File: config.mk
export PLATFORM = sky130hd
export DESIGN_NAME = signed_divider_with_modes_core
export DESIGN_NICKNAME = d
export VERILOG_FILES = /design/src/rtl/sdiv_pkg.sv /design/src/rtl/sdiv_front.sv /design/src/rtl/sdiv_queue.sv /design/src/rtl/sdiv_engine.sv /design/src/rtl/signed_divider_with_modes_core.sv
export SDC_FILE = /design/constraint.sdc
export NUM_CORES = 1
export LEC_CHECK = 0
export BUFFER_PORTS_ARGS = -buffer_cell sky130_fd_sc_hd__buf_4
export CORE_MARGIN = 8
export CORE_UTILIZATION = 35
export DETAILED_ROUTE_END_ITERATION = 10
export PLACE_DENSITY = 0.51
export SETUP_SLACK_MARGIN = 0.4
export SYNTH_ARGS = -nofsm -noshare
export SYNTH_HDL_FRONTEND = slang
export SYNTH_HIERARCHICAL = 1
export SYNTH_SLANG_ARGS = --single-unit
File: constraint.sdc
create_clock -name clk -period 13.4 [get_ports clk]
set_input_delay 2.68 -clock clk [delete_from_list [all_inputs] [get_ports clk]]
set_output_delay 2.68 -clock clk [all_outputs]
set_load 0.02 [all_outputs]
File: src/rtl/sdiv_pkg.sv
// ----------------------------------------------------------------------------
// sdiv_pkg
// Shared types and constants of the signed divider with modes.
// ----------------------------------------------------------------------------
`default_nettype none
package sdiv_pkg;

    localparam int unsigned DataWidth = 64;
    localparam int unsigned CntWidth  = 6;
    localparam int unsigned QueueDepth = 2;

    localparam logic [1:0] ModeW32  = 2'd0;
    localparam logic [1:0] ModeW64  = 2'd2;

    localparam logic [63:0] QuotZeroPos32 = 64'h0000_0000_FFFF_FFFF;
    localparam logic [63:0] QuotZeroNeg32 = 64'hFFFF_FFFF_0000_0001;
    localparam logic [63:0] QuotZeroPos64 = 64'hFFFF_FFFF_FFFF_FFFF;
    localparam logic [63:0] QuotZeroNeg64 = 64'h0000_0000_0000_0001;

    typedef enum logic [1:0] {
        ST_IDLE,
        ST_ITER,
        ST_FIX,
        ST_DONE
    } div_state_t;

    // classified job handed from front to back
    typedef struct packed {
        logic        zero_div;
        logic        flag;
        logic        mode32;
        logic        n_neg;
        logic        q_neg;
        logic [63:0] n_ext;
        logic [63:0] n_mag;
        logic [63:0] d_mag;
    } div_job_t;

endpackage
`default_nettype wire

File: src/rtl/sdiv_front.sv
// ----------------------------------------------------------------------------
// sdiv_front
// Accepts requests, sign-extends operands, takes magnitudes, flags zero.
// ----------------------------------------------------------------------------
`default_nettype none
module sdiv_front (
    input  wire logic               clk,
    input  wire logic               rst_n,
    input  wire logic               in_valid,
    output logic                    in_ready,
    input  wire logic [1:0]         mode,
    input  wire logic signed [63:0] numerator,
    input  wire logic signed [63:0] denominator,
    output logic                    job_valid,
    input  wire logic               job_ready,
    output sdiv_pkg::div_job_t      job
);

    logic                 job_valid_reg;
    logic                 job_valid_next;
    sdiv_pkg::div_job_t   job_reg;
    sdiv_pkg::div_job_t   job_next;
    logic [63:0]          n_ext;
    logic [63:0]          d_ext;

    assign in_ready  = !job_valid_reg || job_ready;
    assign job_valid = job_valid_reg;
    assign job       = job_reg;

    always_comb
    begin
        if (mode == sdiv_pkg::ModeW32)
        begin
            n_ext = {{32{numerator[31]}}, numerator[31:0]};
        end
        else
        begin
            n_ext = numerator;
        end
        if (mode == sdiv_pkg::ModeW64)
        begin
            d_ext = denominator;
        end
        else
        begin
            d_ext = {{32{denominator[31]}}, denominator[31:0]};
        end
        job_next.zero_div = (d_ext == 64'd0);
        job_next.flag     = (denominator == 64'sd0);
        job_next.mode32   = (mode == sdiv_pkg::ModeW32);
        job_next.n_neg    = n_ext[63];
        job_next.q_neg    = n_ext[63] ^ d_ext[63];
        job_next.n_ext    = n_ext;
        job_next.n_mag    = n_ext[63] ? (64'd0 - n_ext) : n_ext;
        job_next.d_mag    = d_ext[63] ? (64'd0 - d_ext) : d_ext;
        job_valid_next    = job_valid_reg;
        if (in_ready)
        begin
            job_valid_next = in_valid;
        end
    end

    always_ff @(posedge clk or negedge rst_n)
    begin
        if (!rst_n)
        begin
            job_valid_reg <= 1'b0;
        end
        else
        begin
            job_valid_reg <= job_valid_next;
        end
    end

    always_ff @(posedge clk)
    begin
        if (in_ready && in_valid)
        begin
            job_reg <= job_next;
        end
    end

endmodule
`default_nettype wire

File: src/rtl/sdiv_queue.sv
// ----------------------------------------------------------------------------
// sdiv_queue
// Two-entry queue that decouples the front stage from the divide engine.
// ----------------------------------------------------------------------------
`default_nettype none
module sdiv_queue (
    input  wire logic               clk,
    input  wire logic               rst_n,
    input  wire logic               wr_valid,
    output logic                    wr_ready,
    input  wire sdiv_pkg::div_job_t wr_data,
    output logic                    rd_valid,
    input  wire logic               rd_ready,
    output sdiv_pkg::div_job_t      rd_data
);

    sdiv_pkg::div_job_t mem [sdiv_pkg::QueueDepth];
    logic       wr_ptr_reg;
    logic       wr_ptr_next;
    logic       rd_ptr_reg;
    logic       rd_ptr_next;
    logic [1:0] count_reg;
    logic [1:0] count_next;
    logic       push;
    logic       pop;

    assign wr_ready = (count_reg != 2'd2);
    assign rd_valid = (count_reg != 2'd0);
    assign rd_data  = mem[rd_ptr_reg];
    assign push     = wr_valid && wr_ready;
    assign pop      = rd_valid && rd_ready;

    always_comb
    begin
        wr_ptr_next = wr_ptr_reg ^ push;
        rd_ptr_next = rd_ptr_reg ^ pop;
        count_next  = count_reg + {1'b0, push} - {1'b0, pop};
    end

    always_ff @(posedge clk or negedge rst_n)
    begin
        if (!rst_n)
        begin
            wr_ptr_reg <= 1'b0;
            rd_ptr_reg <= 1'b0;
            count_reg  <= 2'd0;
        end
        else
        begin
            wr_ptr_reg <= wr_ptr_next;
            rd_ptr_reg <= rd_ptr_next;
            count_reg  <= count_next;
        end
    end

    always_ff @(posedge clk)
    begin
        if (push)
        begin
            mem[wr_ptr_reg] <= wr_data;
        end
    end

    assert property (@(posedge clk) disable iff (!rst_n) count_reg <= 2'd2)
        else $error("queue count out of range");
    assert property (@(posedge clk) disable iff (!rst_n)
        (push && !pop) |=> (count_reg == $past(count_reg) + 2'd1))
        else $error("push lost");
    assert property (@(posedge clk) disable iff (!rst_n)
        (pop && !push) |=> (count_reg == $past(count_reg) - 2'd1))
        else $error("pop lost");

endmodule
`default_nettype wire

File: src/rtl/sdiv_engine.sv
// ----------------------------------------------------------------------------
// sdiv_engine
// Radix-2 restoring divider on magnitudes, sign fix-up and result register.
// ----------------------------------------------------------------------------
`default_nettype none
module sdiv_engine (
    input  wire logic               clk,
    input  wire logic               rst_n,
    input  wire logic               job_valid,
    output logic                    job_ready,
    input  wire sdiv_pkg::div_job_t job,
    output logic                    out_valid,
    input  wire logic               out_ready,
    output logic signed [63:0]      quotient,
    output logic signed [63:0]      remainder,
    output logic                    div_by_zero
);

    sdiv_pkg::div_state_t state_reg;
    sdiv_pkg::div_state_t state_next;
    logic [5:0]   cnt_reg;
    logic [5:0]   cnt_next;
    logic [63:0]  q_reg;
    logic [63:0]  r_reg;
    logic [63:0]  d_reg;
    logic         q_neg_reg;
    logic         n_neg_reg;
    logic [63:0]  quot_reg;
    logic [63:0]  rem_reg;
    logic         flag_reg;
    logic [64:0]  r_shift;
    logic [64:0]  r_diff;
    logic         load;
    logic         special;

    assign load    = job_valid && job_ready;
    assign special = job.zero_div;
    assign r_shift = {r_reg, q_reg[63]};
    assign r_diff  = r_shift - {1'b0, d_reg};

    always_comb
    begin
        state_next = state_reg;
        cnt_next   = cnt_reg;
        unique case (state_reg)
            sdiv_pkg::ST_IDLE:
            begin
                if (load)
                begin
                    state_next = special ? sdiv_pkg::ST_DONE : sdiv_pkg::ST_ITER;
                    cnt_next   = '1;
                end
            end
            sdiv_pkg::ST_ITER:
            begin
                cnt_next = cnt_reg - 6'd1;
                if (cnt_reg == 6'd0)
                begin
                    state_next = sdiv_pkg::ST_FIX;
                end
            end
            sdiv_pkg::ST_FIX:
            begin
                state_next = sdiv_pkg::ST_DONE;
            end
            sdiv_pkg::ST_DONE:
            begin
                if (out_ready)
                begin
                    state_next = sdiv_pkg::ST_IDLE;
                    if (load)
                    begin
                        state_next = special ? sdiv_pkg::ST_DONE : sdiv_pkg::ST_ITER;
                        cnt_next   = '1;
                    end
                end
            end
            default:
            begin
                state_next = sdiv_pkg::ST_IDLE;
            end
        endcase
    end

    always_comb
    begin
        job_ready = (state_reg == sdiv_pkg::ST_IDLE)
                 || ((state_reg == sdiv_pkg::ST_DONE) && out_ready);
        out_valid   = (state_reg == sdiv_pkg::ST_DONE);
        quotient    = quot_reg;
        remainder   = rem_reg;
        div_by_zero = flag_reg;
    end

    always_ff @(posedge clk or negedge rst_n)
    begin
        if (!rst_n)
        begin
            state_reg <= sdiv_pkg::ST_IDLE;
            cnt_reg   <= '0;
        end
        else
        begin
            state_reg <= state_next;
            cnt_reg   <= cnt_next;
        end
    end

    always_ff @(posedge clk)
    begin
        if (load)
        begin
            q_reg     <= job.n_mag;
            r_reg     <= '0;
            d_reg     <= job.d_mag;
            q_neg_reg <= job.q_neg;
            n_neg_reg <= job.n_neg;
            flag_reg  <= job.flag;
            if (special)
            begin
                rem_reg <= job.n_ext;
                if (job.mode32)
                begin
                    quot_reg <= job.n_neg ? sdiv_pkg::QuotZeroNeg32
                                          : sdiv_pkg::QuotZeroPos32;
                end
                else
                begin
                    quot_reg <= job.n_neg ? sdiv_pkg::QuotZeroNeg64
                                          : sdiv_pkg::QuotZeroPos64;
                end
            end
        end
        else if (state_reg == sdiv_pkg::ST_ITER)
        begin
            if (!r_diff[64])
            begin
                r_reg <= r_diff[63:0];
                q_reg <= {q_reg[62:0], 1'b1};
            end
            else
            begin
                r_reg <= r_shift[63:0];
                q_reg <= {q_reg[62:0], 1'b0};
            end
        end
        else if (state_reg == sdiv_pkg::ST_FIX)
        begin
            quot_reg <= q_neg_reg ? (64'd0 - q_reg) : q_reg;
            rem_reg  <= n_neg_reg ? (64'd0 - r_reg) : r_reg;
        end
    end

    assert property (@(posedge clk) disable iff (!rst_n)
        (state_reg == sdiv_pkg::ST_ITER && cnt_reg == 6'd0) |=>
        (state_reg == sdiv_pkg::ST_FIX))
        else $error("iteration did not end in fix-up");
    assert property (@(posedge clk) disable iff (!rst_n)
        (state_reg == sdiv_pkg::ST_FIX) |=> out_valid)
        else $error("fix-up not followed by result");
    assert property (@(posedge clk) disable iff (!rst_n)
        (out_valid && !out_ready) |=> (out_valid && $stable(quot_reg)))
        else $error("result dropped under stall");

endmodule
`default_nettype wire

File: src/rtl/signed_divider_with_modes_core.sv
// ----------------------------------------------------------------------------
// signed_divider_with_modes_core
// Signed divider, 32/32, 64/32 and 64/64 modes, with divide-by-zero flag.
//
//   channel | signals                                 | role
//   in      | in_valid in_ready mode numerator        | request beat
//           | denominator                             |
//   out     | out_valid out_ready quotient remainder  | result beat
//           | div_by_zero                             |
//
// A division holds the engine for 64 radix-2 steps, a fix-up step and the result
// state; the next job loads in the result state. The shift-subtract loop gives
// one quotient bit per cycle; a zero divisor goes straight to the result state.
// A request passes the front register and the queue. The front stage and a two-entry
// queue take new beats while the engine works. No clearing pass after reset.
// Stalls on out hold the result.
// ----------------------------------------------------------------------------
`default_nettype none
module signed_divider_with_modes_core (
    input  wire logic               clk,
    input  wire logic               rst_n,
    input  wire logic               in_valid,
    output logic                    in_ready,
    input  wire logic [1:0]         mode,
    input  wire logic signed [63:0] numerator,
    input  wire logic signed [63:0] denominator,
    output logic                    out_valid,
    input  wire logic               out_ready,
    output logic signed [63:0]      quotient,
    output logic signed [63:0]      remainder,
    output logic                    div_by_zero
);

    logic               f_valid;
    logic               f_ready;
    sdiv_pkg::div_job_t f_job;
    logic               q_valid;
    logic               q_ready;
    sdiv_pkg::div_job_t q_job;

    sdiv_front u_front (
        .clk         (clk),
        .rst_n       (rst_n),
        .in_valid    (in_valid),
        .in_ready    (in_ready),
        .mode        (mode),
        .numerator   (numerator),
        .denominator (denominator),
        .job_valid   (f_valid),
        .job_ready   (f_ready),
        .job         (f_job)
    );

    sdiv_queue u_queue (
        .clk      (clk),
        .rst_n    (rst_n),
        .wr_valid (f_valid),
        .wr_ready (f_ready),
        .wr_data  (f_job),
        .rd_valid (q_valid),
        .rd_ready (q_ready),
        .rd_data  (q_job)
    );

    sdiv_engine u_engine (
        .clk         (clk),
        .rst_n       (rst_n),
        .job_valid   (q_valid),
        .job_ready   (q_ready),
        .job         (q_job),
        .out_valid   (out_valid),
        .out_ready   (out_ready),
        .quotient    (quotient),
        .remainder   (remainder),
        .div_by_zero (div_by_zero)
    );

endmodule
`default_nettype wire

==> flow_metrics.env <==
export IMPL_hold_buffers=0
export IMPL_path_class="reg -> reg"
export IMPL_synth_largest_area_cell="edfxtp_1"
export IMPL_cts_root_buf="clkbuf_16"
export IMPL_finalNonFillerCells=5445
export IMPL_ys_flop_type="edfxtp_1"
export IMPL_synthToLayoutAreaGrowth_pct=15.87
export IMPL_synth_top_family_by_area="simple AND/OR/NAND/NOR gates"
export IMPL_clock_fmax_ghz=0.1772
export IMPL_worstPathRequired_ps=14010
export IMPL_overflow=0
export IMPL_cts_tree="yes"
export IMPL_cts_htree_levels=3
export IMPL_grt_max_degree=167
export IMPL_path_clk_slew_ps=60
export IMPL_clock_skew_ps=38.48
export IMPL_cp_max_fo=34
export IMPL_rsz0062_at_grt="no"
export IMPL_p_leak_nw=18.58
export IMPL_hpwl_um=83330
export IMPL_finalPower_w=0.01326
export IMPL_hold_viol=0
export IMPL_start_kind="flop"
export IMPL_holdWs_ps=442.0
export IMPL_clock_path_buffers=3
export IMPL_insertion_delay_ps=700
export IMPL_path_common_cell="buf_4"
export IMPL_die_h_um=369.0
export IMPL_synth_compound_area_share_pct=9.744
export IMPL_synth_cells=3479
export IMPL_finish_utilization_pct=40.88
export IMPL_drive_gt1_share_pct=18.09
export IMPL_numCtsBuffers=102
export IMPL_grt_pass1_wl_um=174700
export IMPL_drtIter0Drc=2314
export IMPL_power_density_nw_per_um2=262.4
export IMPL_synth_avg_cell_area_um2=12.54
export IMPL_synth_seq_area_share_pct=62.06
export IMPL_fillerInstances=11831
export IMPL_coreArea_um2=123600
export IMPL_setup_viol_count_final=0
export IMPL_antenna_found_initial=9
export IMPL_path_delay_family="compound AO/OA/AOI/OAI gates"
export IMPL_wl_per_cell_um=21.46
export IMPL_setup_tns_ps=0
export IMPL_worst_slew_pin_slew_ps=1106
export IMPL_viasPerCell=5.156
export IMPL_postSynthNetCount=3688
export IMPL_die_x_um=369.0
export IMPL_ys_warnings_count=6
export IMPL_ys_types=81
export IMPL_place_congestion=0.9256
export IMPL_muxShareOfSynthArea_pct=6.944
export IMPL_synth_edf_count=848
export IMPL_drc=0
export IMPL_r2r_cells=16
export IMPL_firstDrtPassIters=6
export IMPL_synth_seq_cells=925
export IMPL_path_buf_inv=4
export IMPL_synth_adder_area_share_pct=2.168
export IMPL_drv_slew=0
export IMPL_die_area_um2=136200
export IMPL_arrival_ps=6250
export IMPL_max_vdd_ir_drop_v=0.0001833
export IMPL_cts_sinks=925
export IMPL_timing_slew_headroom_pct=26.24
export IMPL_cp_end_kind="flop"
export IMPL_initial_utilization_pct=35.28
export IMPL_synthXorXnorAreaFrac_pct=6.184
export IMPL_maxCapViolCount=0
export IMPL_crit_chain="inv_1, ha_1, fa_1, nand2b_1, a21o_1, a31o_2, o21a_1, a2111oi_0, nor3_1, xnor2_2, buf_4, buf_4, nand2_1, buf_4, o41a_1, nand2_1"
export IMPL_rows=129
export IMPL_post_cts_resized=0
export IMPL_slowest_stage="a2111oi_0"
export IMPL_slowest_delay_ps=770
export IMPL_grt_usage_pct=16.57
export IMPL_outcome="complete, no violations"
export IMPL_wirelength_um=116900
export IMPL_whs_path_depth=0
export IMPL_fin_crit_ps=5645
export IMPL_vias=28073
export IMPL_crit_cells=16
export IMPL_min_path_type="reg -> reg"
export IMPL_synthTopCellsByArea="edfxtp_1, nand2_1, xor2_1"
export IMPL_yosys_area_share_simple_pct=10.20
export IMPL_synthArstFlopShare_pct=1.405
export IMPL_syn_area_um2=43620
export IMPL_drtAntennaViolNets=0
export IMPL_fin_crit_sh_pct=42.12
export IMPL_post_cts_buffers=0
export IMPL_layout_nets=3930
export IMPL_io_pins=265
export IMPL_dp_cells=5254
export IMPL_netlist_area_leader_share_pct=58.38
export IMPL_io_buffers=264
export IMPL_grt_pass1_vias=27646
export IMPL_largest_reg_flops=394
## logic make-up (layout without fill, tap and decap cells)
group / count (synthesis) / in the layout
XOR/XNOR: 308 / 308
buffers and inverters: 278 / 603
AND/OR/NAND/NOR: 952 / 952
other: 0 / 4
AO/OA/AOI/OAI: 701 / 701
adder cells (fa/ha/maj): 75 / 75
multiplexers: 240 / 240
flip-flops: 925 / 925
## cells in the mapped netlist (14+ instances only)
| library cell | number |
|---|---|
| or2_2 | 14 |
| ha_1 | 74 |
| or3_1 | 48 |
| nor2_1 | 141 |
| nand2_1 | 494 |
| o31ai_1 | 74 |
| xnor2_1 | 99 |
| xor2_1 | 209 |
| mux2_2 | 97 |
| edfxtp_1 | 848 |
| o41ai_1 | 31 |
| a22oi_1 | 15 |
| a21o_1 | 19 |
| buf_6 | 15 |
| nor3_1 | 61 |
| nand4_1 | 30 |
| inv_1 | 116 |
| o21bai_1 | 15 |
| clkbuf_1 | 125 |
| nor4_1 | 24 |
| nand3_1 | 28 |
| or4_1 | 20 |
| a31oi_1 | 19 |
| mux2i_1 | 42 |
| mux2_4 | 101 |
| nand2b_1 | 20 |
| a21oi_1 | 169 |
| nor2b_1 | 14 |
| dfxtp_1 | 64 |
| o21ai_0 | 265 |
## path summary, 6_finish.rpt
kind                                          from                   to  slack (ps)
worst min register to register     u_front/job[14]   u_queue/mem[1][14]         440
worst max-delay path            u_engine/q_reg[63]   u_engine/r_reg[57]        7760
max in group asynchronous                    rst_n  u_engine/cnt_reg[0]       11380
worst max register to register  u_engine/q_reg[63]   u_engine/r_reg[57]        7760
min in group asynchronous                    rst_n    u_front/job_valid        1820
worst min-delay path               u_front/job[14]   u_queue/mem[1][14]         440
## cell usage in the layout (no fill, tap or decap), types with 97 or more instances in the layout
cell,Yosys,final
edfxtp_1,848,848
mux2_2,97,97
nor2_1,141,140
a21oi_1,169,167
xor2_1,209,209
inv_1,116,114
clkbuf_16,0,102
o21ai_0,265,263
xnor2_1,99,98
buf_4,2,297
mux2_4,101,101
nand2_1,494,493
## per-stage QoR
stage | cell area, µm² | setup slack, ps
after floorplan | 43620 | 3238
after global placement | 47280 | 7202
after global routing | 50540 | 7483
after detailed placement | 47280 | 7146
after CTS | 50530 | 7767
final | 50540 | 7755
## layer usage
| metal | share of wire [%] | vias up | track usage, % |
|---|---|---|---|
| li1 | - | 13347 | - |
| met5 | 0.048 | - | 0 |
| met4 | 2.0 | 10 | 4.440 |
| met2 | 48 | 695 | 27.05 |
| met1 | 44 | 13874 | 22.48 |
| met3 | 6.2 | 147 | 3.305 |
## cell type report
| class | instances | area (µm²) | area share (%) |
|---|---|---|---|
| multi-input cells | 2276 | 15440 | 30.55 |
| inverters | 117 | 446.7 | 0.8837 |
| diodes | 4 | 10.01 | 0.01980 |
| clock inverters | 56 | 570.5 | 1.129 |
| clock buffers | 131 | 2681 | 5.305 |
| well taps | 1637 | 2048 | 4.052 |
| repair buffers | 299 | 2270 | 4.490 |
| flip-flops and latches | 925 | 27070 | 53.57 |
## where the power goes
| part | switching [W] | total, W | internal [W] |
|---|---|---|---|
| Sequential | 0.000656 | 0.00531 | 0.00465 |
| Combinational | 0.00329 | 0.00525 | 0.00196 |
| Clock | 0.00117 | 0.00271 | 0.00154 |
## worst register-to-register path, cell delays in order, from the launching register on
cell and delay [ps]:
edfxtp_1 460, inv_1 280, ha_1 340, fa_1 390
nand2b_1 200, a21o_1 190, a31o_2 290, o21a_1 230
a2111oi_0 770, nor3_1 250, xnor2_2 380, buf_4 370
buf_4 540, nand2_1 110, buf_4 240, o41a_1 450
nand2_1 60
(Power assumes the default switching activity.)
